`src/design/apf_pkg.sv`:
```
// ----------------------------------------------------------------------------
// apf_pkg - shared types and constants for the articulation point finder
// Request and result payloads, controller command and status groups, and
// the configuration register map.
// ----------------------------------------------------------------------------
package apf_pkg;

  // Default size of the adjacency store (rows and columns).
  localparam int MAX_VERTICES = 32;

  // Fixed field widths of the request and result payloads.
  localparam int VERTEX_W = 5;
  localparam int VCOUNT_W = 6;

  // Configuration port.
  localparam int APB_ADDR_W = 3;
  localparam int APB_DATA_W = 32;

  // Word index of each configuration register (paddr[2]).
  localparam logic REG_VERTEX_COUNT = 1'b0;

  localparam logic [VCOUNT_W-1:0] VCOUNT_RESET = 6'd32;

  typedef logic [VERTEX_W-1:0] vertex_t;

  typedef struct packed {
    vertex_t edge_from;
    vertex_t edge_to;
    logic    edge_valid;
    logic    last_edge;
  } edge_req_t;

  typedef struct packed {
    vertex_t vertex_index;
    logic    is_cut_vertex;
    logic    last_result;
  } vtx_result_t;

  // Controller to datapath.
  typedef struct packed {
    logic addr_zero;  // rewind the row address
    logic clr_row;    // zero the addressed row, advance address
    logic set_fwd;    // set bit [from][to] from the request, latch the edge
    logic set_rev;    // set bit [to][from] from the latched edge
    logic load_n;     // capture effective vertex count, rewind vertex under test
    logic vtx_init;   // seed reached set for the vertex under test
    logic pass_init;  // start another sweep over the rows
    logic rd_issue;   // read the addressed row, advance address
    logic emit;       // register a result, advance vertex under test
  } apf_cmd_t;

  // Datapath to controller.
  typedef struct packed {
    logic edge_ok;     // request carries an in-range edge
    logic req_last;    // request closes the graph
    logic clear_last;  // clearing the final row
    logic sweep_last;  // reading the final row of this pass
    logic changed;     // reached set grew during this pass
    logic vtx_last;    // vertex under test is the highest one
    logic n_zero;      // effective vertex count is zero
  } apf_status_t;

endpackage

```
`src/design/apf_controller.sv`:
```
// ----------------------------------------------------------------------------
// apf_controller - sequencing state machine
// Steps through edge loading, the per-vertex reachability sweeps, result
// emission and the clearing pass over the adjacency store.
// ----------------------------------------------------------------------------
module apf_controller (
  input  logic                 clk,
  input  logic                 rst,
  input  logic                 start,
  output logic                 busy,
  input  apf_pkg::apf_status_t status,
  output apf_pkg::apf_cmd_t    cmd
);

  typedef enum logic [2:0] {
    S_CLEAR,
    S_IDLE,
    S_MIRROR,
    S_START,
    S_SWEEP,
    S_DRAIN,
    S_DECIDE
  } state_t;

  state_t state, state_next;
  logic   pend_last, pend_last_next;

  always_comb begin
    cmd            = '0;
    state_next     = state;
    pend_last_next = pend_last;
    unique case (state)
      S_CLEAR: begin
        cmd.clr_row = 1'b1;
        if (status.clear_last) begin
          state_next = S_IDLE;
        end
      end
      S_IDLE: begin
        if (start) begin
          if (status.edge_ok) begin
            cmd.set_fwd    = 1'b1;
            pend_last_next = status.req_last;
            state_next     = S_MIRROR;
          end else if (status.req_last) begin
            cmd.load_n = 1'b1;
            state_next = S_START;
          end
        end
      end
      S_MIRROR: begin
        cmd.set_rev = 1'b1;
        if (pend_last) begin
          cmd.load_n = 1'b1;
          state_next = S_START;
        end else begin
          state_next = S_IDLE;
        end
      end
      S_START: begin
        if (status.n_zero) begin
          cmd.addr_zero = 1'b1;
          state_next    = S_CLEAR;
        end else begin
          cmd.vtx_init = 1'b1;
          state_next   = S_SWEEP;
        end
      end
      S_SWEEP: begin
        cmd.rd_issue = 1'b1;
        if (status.sweep_last) begin
          state_next = S_DRAIN;
        end
      end
      S_DRAIN: begin
        state_next = S_DECIDE;
      end
      S_DECIDE: begin
        if (status.changed) begin
          cmd.pass_init = 1'b1;
          state_next    = S_SWEEP;
        end else begin
          cmd.emit = 1'b1;
          if (status.vtx_last) begin
            cmd.addr_zero = 1'b1;
            state_next    = S_CLEAR;
          end else begin
            state_next = S_START;
          end
        end
      end
      default: begin
        state_next = S_CLEAR;
      end
    endcase
  end

  always_ff @(posedge clk) begin
    if (rst) begin
      state     <= S_CLEAR;
      pend_last <= 1'b0;
      busy      <= 1'b1;
    end else begin
      state     <= state_next;
      pend_last <= pend_last_next;
      busy      <= (state_next != S_IDLE);
    end
  end

endmodule

```
`src/design/apf_datapath.sv`:
```
// ----------------------------------------------------------------------------
// apf_datapath - adjacency memory, reached set and counters
// Holds the bit-matrix adjacency store, grows the reached set one row per
// cycle and forms each result.
// ----------------------------------------------------------------------------
module apf_datapath #(
  parameter int MAX_VERTICES = apf_pkg::MAX_VERTICES
) (
  input  logic                          clk,
  input  logic                          rst,
  input  apf_pkg::apf_cmd_t             cmd,
  output apf_pkg::apf_status_t          status,
  input  apf_pkg::edge_req_t            request,
  input  logic [apf_pkg::VCOUNT_W-1:0]  vertex_count,
  output apf_pkg::vtx_result_t          result,
  output logic                          strobe
);

  localparam int IDX_W = $clog2(MAX_VERTICES);
  localparam int CNT_W = $clog2(MAX_VERTICES + 1);

  logic [MAX_VERTICES-1:0] adj_mem [MAX_VERTICES];

  logic [CNT_W-1:0]        addr;
  logic [CNT_W-1:0]        n_eff;
  logic [CNT_W-1:0]        n_load;
  logic [CNT_W-1:0]        tv;
  logic [IDX_W-1:0]        e_from;
  logic [IDX_W-1:0]        e_to;
  logic [IDX_W-1:0]        rd_idx;
  logic [IDX_W-1:0]        from_i;
  logic [IDX_W-1:0]        to_i;
  logic [IDX_W-1:0]        addr_i;
  logic [MAX_VERTICES-1:0] rd_data;
  logic [MAX_VERTICES-1:0] reached;
  logic [MAX_VERTICES-1:0] rest;
  logic [MAX_VERTICES-1:0] start_vec;
  logic [MAX_VERTICES-1:0] grow;
  logic [31:0]             from_w;
  logic [31:0]             to_w;
  logic [31:0]             vc_w;
  logic                    rd_vld;
  logic                    changed;
  logic                    hit;

  always_comb begin
    from_w = 32'(request.edge_from);
    to_w   = 32'(request.edge_to);
    vc_w   = 32'(vertex_count);
    from_i = from_w[IDX_W-1:0];
    to_i   = to_w[IDX_W-1:0];
    addr_i = addr[IDX_W-1:0];
    n_load = (vc_w > MAX_VERTICES) ? CNT_W'(MAX_VERTICES) : CNT_W'(vc_w);

    // Vertices still in the graph: below the count, minus the one removed.
    for (int i = 0; i < MAX_VERTICES; i++) begin
      rest[i] = (CNT_W'(i) < n_eff) && (CNT_W'(i) != tv);
    end
    // Seed at the lowest remaining vertex: 1 when vertex 0 is removed.
    start_vec = {{(MAX_VERTICES-1){1'b0}}, 1'b1} << (tv == '0);

    hit  = rd_vld && reached[rd_idx];
    grow = rd_data & rest & ~reached;

    status.edge_ok    = request.edge_valid && (from_w < MAX_VERTICES) &&
                        (to_w < MAX_VERTICES);
    status.req_last   = request.last_edge;
    status.clear_last = (addr == CNT_W'(MAX_VERTICES - 1));
    status.sweep_last = (addr == n_eff - CNT_W'(1));
    status.changed    = changed;
    status.vtx_last   = (tv == n_eff - CNT_W'(1));
    status.n_zero     = (n_eff == '0);
  end

  // Adjacency memory: one write port with bit enables, one registered read.
  always_ff @(posedge clk) begin
    if (cmd.clr_row) begin
      adj_mem[addr_i] <= '0;
    end else if (cmd.set_fwd) begin
      adj_mem[from_i][to_i] <= 1'b1;
    end else if (cmd.set_rev) begin
      adj_mem[e_to][e_from] <= 1'b1;
    end
    if (cmd.rd_issue) begin
      rd_data <= adj_mem[addr_i];
    end
  end

  always_ff @(posedge clk) begin
    if (rst) begin
      addr   <= '0;
      rd_vld <= 1'b0;
      strobe <= 1'b0;
    end else begin
      rd_vld <= cmd.rd_issue;
      strobe <= cmd.emit;
      if (cmd.addr_zero || cmd.vtx_init || cmd.pass_init) begin
        addr <= '0;
      end else if (cmd.clr_row || cmd.rd_issue) begin
        addr <= addr + CNT_W'(1);
      end
    end
  end

  always_ff @(posedge clk) begin
    if (cmd.set_fwd) begin
      e_from <= from_i;
      e_to   <= to_i;
    end
    if (cmd.rd_issue) begin
      rd_idx <= addr_i;
    end
    if (cmd.load_n) begin
      n_eff <= n_load;
      tv    <= '0;
    end else if (cmd.emit) begin
      tv <= tv + CNT_W'(1);
    end
    if (cmd.vtx_init) begin
      reached <= start_vec & rest;
    end else if (hit) begin
      reached <= reached | grow;
    end
    if (cmd.vtx_init || cmd.pass_init) begin
      changed <= 1'b0;
    end else if (hit && (grow != '0)) begin
      changed <= 1'b1;
    end
    if (cmd.emit) begin
      result.vertex_index  <= apf_pkg::vertex_t'(tv);
      result.is_cut_vertex <= (reached != rest);
      result.last_result   <= status.vtx_last;
    end
  end

  a_sweep_in_range: assert property (@(posedge clk) disable iff (rst)
    cmd.rd_issue |-> (addr < n_eff))
    else $error("row read beyond vertex count");

  a_emit_in_range: assert property (@(posedge clk) disable iff (rst)
    cmd.emit |-> (tv < n_eff))
    else $error("result for vertex beyond vertex count");

  a_strobe_gap: assert property (@(posedge clk) disable iff (rst)
    strobe |=> !strobe)
    else $error("results on back-to-back cycles");

endmodule

```
`src/design/articulation_point_finder.sv`:
```
// ----------------------------------------------------------------------------
// articulation_point_finder - brute-force cut vertex test over a small graph
// Sequencing: an edge request sets the forward, then the mirrored adjacency
//   bit; a marker-only request closes the graph unwritten. Each vertex is
//   then tested by sweeps over the n rows through the single read port of
//   the adjacency memory until the reached set stops growing, n the count.
// Results come one per vertex, on strobe for one cycle; the receiver cannot
//   stall. A clearing pass over all MAX_VERTICES rows follows each graph.
// Reset: synchronous; busy stays high through the clearing pass.
// ----------------------------------------------------------------------------
module articulation_point_finder #(
  parameter int MAX_VERTICES = apf_pkg::MAX_VERTICES
) (
  input  logic                            clk,
  input  logic                            rst,
  // request channel
  input  logic                            start,
  output logic                            busy,
  input  apf_pkg::edge_req_t              request,
  // result channel
  output apf_pkg::vtx_result_t            result,
  output logic                            strobe,
  // configuration port
  input  logic                            psel,
  input  logic                            penable,
  input  logic                            pwrite,
  input  logic [apf_pkg::APB_ADDR_W-1:0]  paddr,
  input  logic [apf_pkg::APB_DATA_W-1:0]  pwdata,
  output logic [apf_pkg::APB_DATA_W-1:0]  prdata,
  output logic                            pready
);

  apf_pkg::apf_cmd_t             cmd;
  apf_pkg::apf_status_t          status;
  logic [apf_pkg::VCOUNT_W-1:0]  vertex_count;
  logic                          cfg_wr;

  // Configuration register. Writes land in the access phase; the word index
  // is paddr[2], so byte offsets inside a word fold onto that word.
  assign pready = 1'b1;
  assign cfg_wr = psel && penable && pwrite && pready;

  always_ff @(posedge clk) begin
    if (rst) begin
      vertex_count <= apf_pkg::VCOUNT_RESET;
    end else if (cfg_wr && (paddr[2] == apf_pkg::REG_VERTEX_COUNT)) begin
      vertex_count <= pwdata[apf_pkg::VCOUNT_W-1:0];
    end
  end

  // Read back: zero for any word past the register list.
  always_comb begin
    if (paddr[2] == apf_pkg::REG_VERTEX_COUNT) begin
      prdata = apf_pkg::APB_DATA_W'(vertex_count);
    end else begin
      prdata = '0;
    end
  end

  // The controller sequences loading, sweeps and clearing; the datapath
  // owns the adjacency memory and the reached set.
  apf_controller u_ctrl (
    .clk    (clk),
    .rst    (rst),
    .start  (start),
    .busy   (busy),
    .status (status),
    .cmd    (cmd)
  );

  apf_datapath #(
    .MAX_VERTICES (MAX_VERTICES)
  ) u_dp (
    .clk          (clk),
    .rst          (rst),
    .cmd          (cmd),
    .status       (status),
    .request      (request),
    .vertex_count (vertex_count),
    .result       (result),
    .strobe       (strobe)
  );

  // Results only appear while a graph is being worked on.
  a_result_while_busy: assert property (@(posedge clk) disable iff (rst)
    strobe |-> busy)
    else $error("result strobe while idle");

  // No request is taken in the cycle a result is shown.
  a_no_accept_on_result: assert property (@(posedge clk) disable iff (rst)
    strobe |-> !(start && !busy))
    else $error("request accepted during result delivery");

endmodule
```
`config.mk`:
```
export PLATFORM = sky130hd
export DESIGN_NAME = articulation_point_finder
export DESIGN_NICKNAME = d
export VERILOG_FILES = /design/src/design/apf_pkg.sv /design/src/design/apf_controller.sv /design/src/design/apf_datapath.sv /design/src/design/articulation_point_finder.sv
export SDC_FILE = /design/constraint.sdc
export NUM_CORES = 2
export LEC_CHECK = 0
export BUFFER_PORTS_ARGS = -buffer_cell sky130_fd_sc_hd__buf_2
export CAP_MARGIN = 40
export CORE_AREA = 2 2 294 354
export DETAILED_ROUTE_END_ITERATION = 6
export DIE_AREA = 0 0 296 356
export PLACE_DENSITY = 0.62
export SYNTH_ARGS = -nofsm -noshare
export SYNTH_HDL_FRONTEND = slang
export SYNTH_HIERARCHICAL = 1
export SYNTH_SLANG_ARGS = --single-unit
```
`constraint.sdc`:
```
create_clock -name clk -period 23.8 [get_ports clk]
set_input_delay 4.76 -clock clk [delete_from_list [all_inputs] [get_ports clk]]
set_output_delay 4.76 -clock clk [all_outputs]
set_load 0.02 [all_outputs]
```
==> results.py <==
metrics = {
    "logic_synthesis": {
        "synth_top_family_by_area": "multiplexers",
        "ys_seq_area_frac": 0.672,
        "yosys_most_used_dff": "edfxtp_1",
        "synth-edff-count": 1116,
        "synthSimpleGateAreaFrac": 0.107,
        "synth_warnings": 6,
        "synthArstFlopShare": 0,
        "synth_compound_area_frac": 0.0226,
        "synth_xor_area_frac": 0.00934,
        "syn_inst": 3414,
        "synth.area.mux_share": 0.156,
        "ys_types": 71,
        "syn_area_per_cell_um2": 14.8,
        "netlist_area_um2": 50600,
        "synth-adder-area-share": 0.00198,
        "ys_ff_latch": 1142,
    },
    "detailed_routing": {
        "firstDrtPassIters": 7,
        "drcViolationCount": 0,
        "routedWlPerCell_um": 26.9,
        "vias_per_cell": 6.06,
        "top_layer": "met5",
        "antenna_left": 0,
        "wl_met1_um": 49400,
        "dr_wl_met3_um": 11800,
        "wirelength_um": 130000,
        "via_count": 29300,
        "first_iter_violations": 3799,
        "met2_length_um": 64700,
    },
    "placement": {
        "post-place-ws_ps": 13770,
        "gp_congestion": 0.908,
        "io_buffers": 39,
        "hpwlAfterDp_um": 71300,
    },
    "sta": {
        "slew_violations": 0,
        "finalHoldViolCount": 0,
        "layout_setup_ws_ps": 13770,
        "tightest_slew_ps": 930,
        "min_period_ps": 10030,
        "fin_crit_sh": 0.421,
        "clock.fmax_mhz": 99.7,
        "rsz0062_at_grt": "false",
        "fin_skew_ps": 26.6,
        "hold_ws_ps": 500,
        "slew_headroom": 0.378,
        "tns_ps": 0,
        "setup_violations": 0,
    },
    "cells_and_area": {
        "final_cell_mix": "edfxtp_1 (1116), nor2_1 (1087), mux4_2 (324)",
        "layout.cells.most_common": "edfxtp_1",
        "num-nets-final": 3430,
        "area_growth_pct": 11.6,
        "drive_gt1_frac": 0.219,
    },
    "cts": {
        "htree_levels": 3,
        "postCtsHoldBufs": 0,
        "post_cts_buffers": 0,
        "cts_inserted_buffers": 111,
        "clk_path_buf_depth": 3,
        "ctsResizeCount": 0,
        "cts_sinks": 1142,
        "clk_pin_slew_worst_paths_ps": 60,
        "worstSkewPairLatency_ps": 720,
        "cts_tree": "done",
        "root_buffer": "clkbuf_16",
    },
    "global_routing": {
        "grt_pass1_vias": 29300,
        "grt_remaining_overflow": 0,
        "grt_usage": 0.250,
        "grt_max_degree": 218,
        "grt_pass1_wl_um": 190000,
        "antenna_found_initial": 3,
    },
    "run_status": {
        "status": "complete, no violations",
    },
    "worst_setup_path": {
        "path_class": "in -> out",
        "cp.arrival_ps": 5270,
        "cp_data_required_time_ps": 19040,
        "critPathLaunch": "paddr[2]",
        "cp_max_fo": 7,
        "r2r-start": "u_ctrl/state[1]",
        "end_kind": "output pin",
        "start_kind": "input port",
    },
    "pwr": {
        "peakVddDrop_mv": 0.0654,
        "pwr_density_cell_nw_per_um2": 73.6,
        "leakage_nw": 19.3,
    },
    "die": {
        "row_count": 129,
        "dieArea_um2": 105000,
        "die_w_um": 296,
        "core_area_um2": 102000,
        "ioPinCount": 95,
        "start_util": 0.495,
        "die_h_um": 356,
    },
    "job": {
        "drv_cap": 0,
    },
    "min_path": {
        "min_from": "vertex_count[4]",
        "hp-class": "reg -> reg",
    },
}
## flip-flops by register name, summed over array words and instances, names as in the netlist
name	cells
u_ctrl/busy	1
u_ctrl/pend_last	1
u_ctrl/state	3
u_dp/addr	6
u_dp/adj_mem	1024
u_dp/changed	1
u_dp/e_from	5
u_dp/e_to	5
u_dp/n_eff	6
u_dp/rd_data	32
u_dp/rd_idx	5
u_dp/rd_vld	1
u_dp/reached	32
u_dp/result	7
u_dp/strobe	1
u_dp/tv	6
vertex_count	6
## worst max-delay path, cell delays in order
cell,delay (ps)
buf_2,130
and2b_2,220
buf_2,150
## through the flow
stage	instances	power [W]	cell area, µm²	util
floorplan	3439	0.00241	50700	-
global placement	4601	0.00247	52500	0.513
detailed placement	4627	0.00248	52900	0.517
CTS	4827	0.00419	56400	0.551
global route	4831	0.00428	56500	0.552
finish	4832	0.00416	56500	0.552
## synthesized netlist by cell type, types with 21 or more instances
library cell / n / share of area
a21oi_1: 45 / 0.0044
buf_4: 32 / 0.0047
nand2_1: 76 / 0.0056
dfxtp_1: 26 / 0.010
a221oi_1: 33 / 0.0057
nor2b_1: 22 / 0.0027
buf_2: 27 / 0.0027
nor2_1: 1087 / 0.081
mux2_2: 32 / 0.0071
inv_1: 21 / 0.0016
edfxtp_1: 1116 / 0.66
mux4_2: 324 / 0.14
xnor2_1: 34 / 0.0059
clkbuf_1: 262 / 0.019
## per-layer routing
metal | vias up | global-route usage
met1 | 15200 | 0.335
met3 | 229 | 0.0411
met2 | 1317 | 0.417
met4 | 2 | 0.0872
met5 | - | 0
li1 | 12500 | -
## area by class of cell
cell class	instances	area [µm²]
Fill cell	8154	45800
Sequential cell	1142	34000
Multi-Input combinational cell	1937	15800
Clock buffer	138	2920
Tap cell	1375	1720
Timing Repair Buffer	155	1350
Clock inverter	62	581
Inverter	22	90.1
Antenna cell	1	2.50
## logic make-up after synthesis
| group | after synthesis |
|---|---|
| muxes | 371 |
| xor gates and xnor gates | 54 |
| adders and majority gates | 8 |
| other | 2 |
| buffers and inverters | 360 |
| DFF | 1142 |
| AOI/OAI and AO/OA | 165 |
| and+or+nand+nor | 1312 |
## where the power goes
part           switching [W]  total [W]  internal (W)
Sequential         0.0000132    0.00222       0.00220
Clock               0.000753    0.00172      0.000966
Combinational       0.000120   0.000223      0.000103
## worst paths after layout
kind | endpoint | slack [ps] | cells past startpoint
worst min-delay path | vertex_count[4] | 500 | 2
worst max register to register | u_dp/adj_mem[26][22] | 18480 | 11
worst max-delay path | prdata[3] | 13770 | 3
worst min register to register | vertex_count[4] | 500 | 2
No activity file was read; power rests on OpenSTA's default activity.
